--- config.mk ---
export PLATFORM = sky130hd
export DESIGN_NAME = ict_ctrl
export DESIGN_NICKNAME = d
export VERILOG_FILES = /design/src/ict_pkg.sv /design/src/ict_ctrl.sv
export SDC_FILE = /design/constraint.sdc
export NUM_CORES = 1
export LEC_CHECK = 0
export ABC_CLOCK_PERIOD_IN_PS = 1200
export BUFFER_PORTS_ARGS = -buffer_cell sky130_fd_sc_hd__buf_2
export CAP_MARGIN = 5
export CORE_AREA = 5 5 42 44
export DETAILED_ROUTE_END_ITERATION = 12
export DIE_AREA = 0 0 47 49
export GPL_TIMING_DRIVEN = 0
export SLEW_MARGIN = 20
export SYNTH_ARGS = -nofsm -noshare
export SYNTH_HDL_FRONTEND = slang
export SYNTH_SLANG_ARGS = --single-unit
export TNS_END_PERCENT = 30
--- constraint.sdc ---
create_clock -name aclk -period 1.2 [get_ports aclk]
set_clock_uncertainty 0.2 [all_clocks]
set_input_delay 0.12 -clock aclk [delete_from_list [all_inputs] [get_ports aclk]]
set_output_delay 0.12 -clock aclk [all_outputs]
set_load 0.01 [all_outputs]
--- src/ict_pkg.sv ---
// Shared types and constants for the incircle predicate pipeline.
`default_nettype none

package ict_pkg;

    localparam int ICT_STAGES = 10;
    localparam int ICT_LAST   = ICT_STAGES - 1;

    localparam logic signed [1:0] ICT_SIDE_POS  = 2'sd1;
    localparam logic signed [1:0] ICT_SIDE_ZERO = 2'sd0;
    localparam logic signed [1:0] ICT_SIDE_NEG  = -2'sd1;

    typedef struct packed {
        logic [ICT_STAGES-1:0] en;
        logic [ICT_STAGES-1:0] vld;
    } ict_pipe_t;

endpackage

`default_nettype wire

--- src/ict_ctrl.sv ---
// Stage valid bits and load enables for the incircle pipeline.
`default_nettype none

module ict_ctrl (
    input  logic              aclk,
    input  logic              aresetn,
    input  logic              s_valid,
    input  logic              m_ready,
    output ict_pkg::ict_pipe_t pipe
);
    import ict_pkg::*;

    logic [ICT_STAGES-1:0] vld_reg;
    logic [ICT_STAGES-1:0] vld_next;
    logic [ICT_STAGES-1:0] en;

    // A stage loads when it is empty or its item moves on; bubbles collapse.
    always_comb begin
        en[ICT_LAST] = !vld_reg[ICT_LAST] || m_ready;
        for (int k = ICT_STAGES - 2; k >= 0; k--) begin
            en[k] = !vld_reg[k] || en[k+1];
        end
    end

    always_comb begin
        vld_next[0] = en[0] ? s_valid : vld_reg[0];
        for (int k = 1; k < ICT_STAGES; k++) begin
            vld_next[k] = en[k] ? vld_reg[k-1] : vld_reg[k];
        end
    end

    always_ff @(posedge aclk) begin
        if (!aresetn) begin
            vld_reg <= '0;
        end else begin
            vld_reg <= vld_next;
        end
    end

    assign pipe.en  = en;
    assign pipe.vld = vld_reg;

endmodule

`default_nettype wire

# Word level (Yosys, flattened, before mapping)
# Index checks and enable logic that the tools add are counted.
[totals] reg_bits=10 latch_bits=0 mem_bits_rw=0 mem_bits_ro=0 n_memories=0
[op_classes] add_sub_neg=0 n_mul=0 div=0 n_lt_le_gt_ge=0 eq_ne=0 shifts=0 mux=0 bitwise=0 reduce_logical=20
[op_table] cell="zero test 1 bit" n=10
[op_table] cell="logical OR 1 bit" n=10

# Logic depth before layout (Yosys ltp)
# Gate-level depths: netlist of run 1.
[depth] depth_word=11 mapped_depth=5 ltp_nobuf=5

# Worst setup path before layout of run 1
# No wires, ideal clock.
[synth_path] path_kind="flip-flop to output port" start="register vld_reg[8]" end="output pipe[10] (netlist bit)" arrival_ps=1018 required_ps=880 slack_ps=-138 stages_incl_launch_ff=4 cell_sequence="dfxtp_1 -> and4b_1 -> and3_4 -> nand4_1"
[synth_lines] element="from (decl)" line="ict_ctrl.sv:13" text="logic [ICT_STAGES-1:0] vld_reg;"
[synth_lines] element="from (signal assigned)" line="ict_ctrl.sv:36" text="vld_reg <= vld_next;"
[synth_lines] element="to (decl)" line="ict_ctrl.sv:9" text="output ict_pkg::ict_pipe_t pipe"

==> qor.txt, run 1 <==
Core Area = 1400 um2
first-pass GRT wire length = 1750 um
global-route met2 utilization = 0.149
R2R Path End = vld_reg[1]
IO Count = 24
Worst path slowest cell = dfxtp_4
later-pin clock latency in the skew report = 0.27 ns
grt total ovfl = 0
post-route DRC violation count = 0
DP Wirelength = 744 um
Layout area overhead = 55.7%
Yosys reg bits = 10
Cell variety after synth = 18
share of total power in the clock network = 0.391
GRT met1 Usage = 0.125
Min Hold Slack = 0.0150 ns
Max stage delay on crit path = 0.34 ns
combinational power share = 0.055
routability cong. = 0.664
max_cap viols = 0
Die H = 49 um
Worst-Margin Slew = 0.379 ns
Cell Int Power = 0.481 mW
Post-Syn Area = 418 um2
r2r worst-path depth = 5
WL final = 1110 um
worst hold path type = input pin to register
Tot GR Track Use = 0.108
Num CTS Buffers = 3
most frequent cells in the layout = buf_2, nand2_1, dfxtp_2
post-layout util = 0.464
final setup vio count = 16
Critical Path End = pipe[11]
Initial Util = 0.298
R2R Setup Slk = -0.14 ns
met3 global-route usage = 0.0443
Final Cycle Share = 1.36
vias in the first global route = 395
most common cell after layout, fill and taps aside = buf_2
post-synthesis sequential area ratio = 0.479
Mapped Nets = 52
antenna viol nets, final = 0
DR pass1 iterations = 4
crit path capture type = output pin
IO Port Bufs = 23
Final nets = 84
largest net degree at the start of global routing = 11
ant diodes = 0
Final Hold Vio Count = 0
PwrDens = 950 nW/um2
Avg Vias per Cell = 4.69
failing checks = negative setup slack
Final Max Tran Viols = 0
post-place setup slack = -0.201 ns
status = finished with violations
Peak VDD IR = 0.519 mV
cell leakage power = 0.269 nW
worst r2r src = vld_reg[8]
Max Freq = 0.614 GHz
grt peak-use layer = met2
Die Footprint = 2300 um2
critical path launch point type = register
htree depth = 1
sequential share of power = 0.553
hold_sp = m_ready
Mapped Cells = 48
Clk Tree Root Cell = clkbuf_4
clk buf depth = 2
max reg flops = 10
Data arrival, critical path = 1.31 ns
critical path launch point = vld_reg[8]
RSZ-0062 raised after global routing = true
Die Wd = 47 um
Sw Share = 0.223
# rows = 14
Initial DRC Count = 6
CTS sink count = 10
clock transition at the registers of the reported paths = 0.07 ns
layout cells sized above 1 = 0.544
Final Power = 0.618 mW
crit path max fanout = 5
Worst Setup Path Type = register to output pin
TritonCTS clock tree = built
fin crit period = 1.63 ns
worst endpoint required time = 0.88 ns
synthesized area per cell = 8.71 um2
Switch Pwr = 0.138 mW
Yosys Warn Count = 0
Slew headroom = 0.748
initial antenna violation count = 0
placed insts = 87
final setup margin = -0.428 ns
routed via count = 446
Wirelength per Cell = 11.7 um
fin cells = 95
crit-path cells = and4b_1 > and3_4 > nand3_1 > buf_2
-- power by group through the flow --
stage | logic, mW | registers, mW | clock network [mW]
6_report | 0.0342 | 0.342 | 0.242
5_1_grt | 0.0378 | 0.344 | 0.272
4_1_cts | 0.0343 | 0.342 | 0.257
3_5_place_dp | 0.0286 | 0.349 | 0
3_3_place_gp | 0.0287 | 0.349 | 0
2_1_floorplan | 0.0114 | 0.351 | 0
-- worst max-delay path: cells and delay by family (launching register included) --
kind / cells / cell delay [ns]
AND/OR/NAND/NOR: 3 / 0.55
flip-flops: 1 / 0.34
buffers and inverters: 1 / 0.14
-- final cells by class --
cell class / instances / area [um2]
timing repair buffer: 27 / 173
clock buffer: 4 / 26.3
multi-input combinational: 32 / 196
buffer: 1 / 3.75
sequential: 10 / 210
inverter: 5 / 21.3
tap: 16 / 20.0
fill: 157 / 751
-- how the worst min path moves through the flow --
| stage | slack [ns] | cells past startpoint | endpoint |
|---|---|---|---|
| after floorplan | 0.03 | 2 | vld_reg[0] |
| after global placement | 0.12 | 3 | vld_reg[0] |
| after detailed placement | 0.13 | 3 | vld_reg[0] |
| after CTS | 0.0007 | 3 | vld_reg[9] |
| after global routing | 0.02 | 3 | vld_reg[9] |
| final | 0.02 | 3 | vld_reg[9] |
-- logic make-up after synthesis --
kind of cell,Yosys count,synth area share
compound gates,10,0.171
buf+inv,6,0.0599
flops,10,0.479
simple gates,22,0.290
-- layer usage --
metal	vias to the layer above	share of wire
met5	-	0
met4	0	0.013
met3	2	0.11
met2	19	0.46
met1	202	0.41
li1	223	-
-- metrics by stage --
stage | TNS [ns] | instance area, um2
finish | -3.65 | 651
global route | -4.70 | 651
CTS | -3.88 | 639
detailed placement | -1.32 | 561
global placement | -1.28 | 561
floorplan | -0.286 | 425
-- what timing repair did --
| action | CTS | global route |
|---|---|---|
| buffers inserted | 2 | 0 |
| hold buffers | 2 | 0 |
| pin swaps | 7 | 2 |
| endpoints found under the hold margin | 5 | 0 |
| resized for setup | 4 | 3 |
| setup endpoints to repair | 17 | 18 |
-- cell usage after synthesis (all sizes together) --
library cell,n,share of area
nand3,4,0.048
and4b,1,0.024
clkbuf,1,0.0090
nor2,1,0.027
and3,2,0.042
inv,5,0.051
o21ai,5,0.087
nand2,10,0.090
nor2b,2,0.030
a21oi,1,0.012
dfxtp,10,0.48
a21boi,1,0.018
o21a,3,0.054
nand4,2,0.030
No activity file was read; power rests on OpenSTA's default activity.
==> run 2, diff against run 1 <==
--- a/config.mk
+++ b/config.mk
@@ -12,8 +12,8 @@
 export DETAILED_ROUTE_END_ITERATION = 12
 export DIE_AREA = 0 0 47 49
 export GPL_TIMING_DRIVEN = 0
+export MAX_ROUTING_LAYER = met4
 export SLEW_MARGIN = 20
 export SYNTH_ARGS = -nofsm -noshare
 export SYNTH_HDL_FRONTEND = slang
 export SYNTH_SLANG_ARGS = --single-unit
-export TNS_END_PERCENT = 30
==> run 2 against run 1 <==
Net effect:
- die area did not move
- power rose by 10%
- hold slack worse by 0.026 ns
- largest power group unchanged
- via count up 3.8%
- cell area increased by 13%
- worst setup slack improved by 0.0015 ns
- utilization is 6.3 points higher
- the flow finishes with violations (negative hold slack, negative setup slack)
- final cell count is 5.3% higher
- flip-flop and latch count did not move
- largest cell class is now non-clock buffers
- sequential power is essentially flat
==> qor.txt, run 2 (synthesized netlist as in run 1, its figures left out) <==
r2r worst-path depth = 5
Slew headroom = 0.731
Worst-Margin Slew = 0.403 ns
most common cell after layout, fill and taps aside = buf_2
final setup margin = -0.426 ns
Die Wd = 47 um
Final Cycle Share = 1.36
Initial Util = 0.298
# rows = 14
crit path capture type = output pin
grt total ovfl = 0
final setup vio count = 18
vias in the first global route = 457
hold endpoint = vld_reg[9]
crit path max fanout = 5
htree depth = 1
Data arrival, critical path = 1.31 ns
initial antenna violation count = 0
post-place setup slack = -0.185 ns
clock transition at the registers of the reported paths = 0.07 ns
Final Max Tran Viols = 0
layout cells sized above 1 = 0.631
routability cong. = 0.670
max_cap viols = 0
worst hold path type = input pin to register
WL final = 1170 um
Clk Tree Root Cell = clkbuf_4
Peak VDD IR = 0.547 mV
max reg flops = 10
Initial DRC Count = 2
critical path launch point = vld_reg[7]
Layout area overhead = 76.6%
CTS sink count = 10
Worst Setup Path Type = register to output pin
Core Area = 1400 um2
routed via count = 463
antenna viol nets, final = 0
RSZ-0062 raised after global routing = true
R2R Path End = vld_reg[2]
later-pin clock latency in the skew report = 0.26 ns
ant diodes = 0
TritonCTS clock tree = built
Die Footprint = 2300 um2
DP Wirelength = 760 um
R2R Setup Slk = -0.14 ns
Max Freq = 0.615 GHz
cell leakage power = 0.315 nW
post-layout util = 0.527
Final Power = 0.681 mW
post-route DRC violation count = 0
Die H = 49 um
sequential cell area = 211 um2
Num CTS Buffers = 3
IO Port Bufs = 23
failing checks = negative hold slack, negative setup slack
most frequent cells in the layout = buf_2, nand2_1, buf_6
worst r2r src = vld_reg[7]
PwrDens = 923 nW/um2
first-pass GRT wire length = 1960 um
Final nets = 89
critical path launch point type = register
worst hold stages = 3
hold_sp = m_ready
Wirelength per Cell = 11.7 um
Tot GR Track Use = 0.117
Final Hold Vio Count = 1
status = finished with violations
clk buf depth = 2
area of the multi-input gates = 208 um2
FILL cells = 147
IO Count = 24
Avg Vias per Cell = 4.63
largest net degree at the start of global routing = 11
worst endpoint required time = 0.88 ns
DR pass1 iterations = 4
fin crit period = 1.63 ns
Min Hold Slack = -0.0114 ns
==> run 2: cell count changes in the layout (fill, tap and decap cells not counted), sizes merged <==
cell and delta:
buf +5
==> run 2: critical path: stages (launching register included) <==
cell	delay (ns)
dfxtp_2	0.33
and4b_1	0.24
and3_4	0.24
nand4_1	0.09
buf_2	0.15
==> run 2: through the flow <==
step	setup TNS, ns	cell area, um2	std cells	hold slack (ns)
floorplan	-0.257	430	48	0.0326
global placement	-1.20	566	87	0.124
detailed placement	-1.08	566	87	0.127
CTS	-3.68	704	99	-0.0130
global route	-5.15	738	100	0.00615
finish	-3.85	738	100	-0.0114
==> run 2: layout make-up <==
class / instances / area share
well taps: 16 / 0.0271
repair buffers: 32 / 0.322
multi-input cells: 32 / 0.281
clock buffers: 4 / 0.0492
inverters: 5 / 0.0288
plain buffers: 1 / 0.00508
flip-flops and latches: 10 / 0.286
==> run 2: timing repair <==
| action | 4_1_cts | 5_1_grt |
|---|---|---|
| pin swaps | 7 | 3 |
| endpoints found under the setup margin | 17 | 20 |
| hold buffers | 2 | 0 |
| cloned | 0 | 0 |
| buffers inserted | 6 | 2 |
| endpoints found under the hold margin | 6 | 0 |
| gates resized for setup | 9 | 8 |
==> run 2: how the worst max path moves through the flow <==
stage,endpoint,depth (start not counted)
final,pipe[10],4
after global routing,pipe[10],4
after CTS,pipe[10],4
after detailed placement,pipe[10],4
after global placement,pipe[10],4
after floorplan,pipe[10],3
==> run 2: where the power goes <==
part	switching, mW	internal [mW]	leakage, nW	total (mW)
sequential	0.00726	0.335	0.0848	0.343
combinational	0.0180	0.0171	0.209	0.0350
clock	0.119	0.184	0.0210	0.304
total	0.145	0.536	0.315	0.681
==> run 2: per-layer routing <==
layer	global-route usage	wire length (um)
met1	0.149	508
met2	0.170	557
met3	0.0258	87
met4	0.0553	15
met5	-	0
==> run 3, diff against run 2 <==
--- a/config.mk
+++ b/config.mk
@@ -13,6 +13,7 @@
 export DIE_AREA = 0 0 47 49
 export GPL_TIMING_DRIVEN = 0
 export MAX_ROUTING_LAYER = met4
+export RECOVER_POWER = 50
 export SLEW_MARGIN = 20
 export SYNTH_ARGS = -nofsm -noshare
 export SYNTH_HDL_FRONTEND = slang
==> run 3 against run 2 <==
Net effect:
- cell area shrank 0.34%
- register-to-register slack barely moved
- fmax is essentially flat
- first-iteration DRC count unchanged
- sequential power is essentially flat
- count of clock-buffer cells in the layout unchanged
- final cell count unchanged
- die area did not move
- hold slack hardly changed
- the run still ends with negative hold slack, negative setup slack left
- largest power group unchanged
- critical path depth did not move
- worst setup slack hardly changed
- power is essentially flat
==> qor.txt, run 3 (synthesized netlist as in run 1, its figures left out) <==
initial antenna violation count = 0
Initial Util = 0.298
Final Cycle Share = 1.35
Initial DRC Count = 2
Avg Vias per Cell = 4.56
# rows = 14
clock transition at the registers of the reported paths = 0.07 ns
grt total ovfl = 0
Max Freq = 0.615 GHz
cell leakage power = 0.306 nW
worst hold path type = input pin to register
Worst Setup Path Type = register to output pin
sequential share of power = 0.503
max_cap viols = 0
Critical Path End = pipe[10]
crit path max fanout = 5
antenna viol nets, final = 0
ant diodes = 0
CTS sink count = 10
vias in the first global route = 457
final setup margin = -0.426 ns
Data arrival, critical path = 1.31 ns
Wirelength per Cell = 11.7 um
most frequent cells in the layout = buf_2, nand2_1, buf_6
Peak VDD IR = 0.547 mV
grt peak-use layer = met2
Core Area = 1400 um2
combinational power share = 0.051
TritonCTS clock tree = built
critical path launch point = vld_reg[7]
crit path capture type = output pin
GRT met1 Usage = 0.149
r2r worst-path depth = 5
placed insts = 87
Min Hold Slack = -0.0116 ns
worst r2r src = vld_reg[7]
first-pass GRT wire length = 1960 um
IO Count = 24
Final Max Tran Viols = 0
R2R Setup Slk = -0.14 ns
IO Port Bufs = 23
routability cong. = 0.670
Switch Pwr = 0.145 mW
DR pass1 iterations = 4
worst endpoint required time = 0.88 ns
post-route cell area = 736 um2
routed via count = 456
final setup vio count = 18
failing checks = negative hold slack, negative setup slack
PwrDens = 926 nW/um2
post-route DRC violation count = 0
cell area after placement = 566 um2
FILL cells = 148
Layout area overhead = 76.0%
critical path launch point type = register
fin cells = 100
RSZ-0062 raised after global routing = true
Tot GR Track Use = 0.117
met3 global-route usage = 0.0258
Die Footprint = 2300 um2
later-pin clock latency in the skew report = 0.26 ns
Sw Share = 0.213
status = finished with violations
Clk Tree Root Cell = clkbuf_4
largest net degree at the start of global routing = 11
DP Wirelength = 760 um
Final Hold Vio Count = 1
most common cell after layout, fill and taps aside = buf_2
fin crit period = 1.63 ns
max reg flops = 10
clk buf depth = 2
R2R Path End = vld_reg[2]
Cell Int Power = 0.536 mW
Die Wd = 47 um
WL final = 1170 um
setup TNS = -3.85 ns
Num CTS Buffers = 3
global-route met2 utilization = 0.170
htree depth = 1
Slew headroom = 0.728
Final nets = 89
Worst-Margin Slew = 0.408 ns
layout cells sized above 1 = 0.607
share of total power in the clock network = 0.446
Die H = 49 um
## run 3: routing by layer
metal / share of wire / vias up
met5: 0 / -
met4: 0.013 / 0
met3: 0.076 / 2
met2: 0.47 / 19
met1: 0.44 / 200
li1: - / 235
## run 3: cell type report
type,instances,area [um2],share of cell area
Timing Repair Buffer,32,235,0.320
Sequential cell,10,211,0.287
Multi-Input combinational cell,32,208,0.282
Clock buffer,4,36.3,0.0493
Inverter,5,21.3,0.0289
Tap cell,16,20.0,0.0272
Buffer,1,3.75,0.00510
## run 3: metrics by stage
stage / utilization / setup WS (ns) / total power [mW]
after floorplan: - / -0.0803 / 0.362
after global placement: 0.404 / -0.198 / 0.378
after detailed placement: 0.404 / -0.185 / 0.378
after CTS: 0.503 / -0.422 / 0.687
after global routing: 0.525 / -0.508 / 0.711
final: 0.525 / -0.426 / 0.681
## run 3: worst min path at each step
stage | depth (start not counted) | to | slack [ns] | startpoint
after floorplan | 2 | vld_reg[0] | 0.03 | s_valid
after global placement | 3 | vld_reg[0] | 0.12 | s_valid
after detailed placement | 3 | vld_reg[0] | 0.13 | s_valid
after CTS | 3 | vld_reg[9] | -0.01 | m_ready
after global routing | 3 | vld_reg[9] | 0.006 | m_ready
final | 3 | vld_reg[9] | -0.01 | m_ready
## run 3: repair_timing
| action | 4_1_cts | 5_1_grt |
|---|---|---|
| endpoints found under the hold margin | 6 | 0 |
| setup buffers | 6 | 2 |
| gates resized for setup | 9 | 8 |
| endpoints found under the setup margin | 17 | 20 |
| pin swaps | 7 | 3 |
| hold buffers | 2 | 0 |
| cloned | 0 | 0 |
## run 3: worst max-delay path: stages (launching register included)
cell,delay (ns)
dfxtp_2,0.33
and4b_1,0.24
and3_4,0.24
nand4_1,0.09
buf_2,0.15
## run 3: power groups by stage
stage | combinational, mW | clock (mW) | sequential (mW)
final | 0.0350 | 0.304 | 0.343
after global routing | 0.0383 | 0.329 | 0.343
after CTS | 0.0344 | 0.311 | 0.342
after detailed placement | 0.0287 | 0 | 0.349
after global placement | 0.0287 | 0 | 0.349
after floorplan | 0.0113 | 0 | 0.351
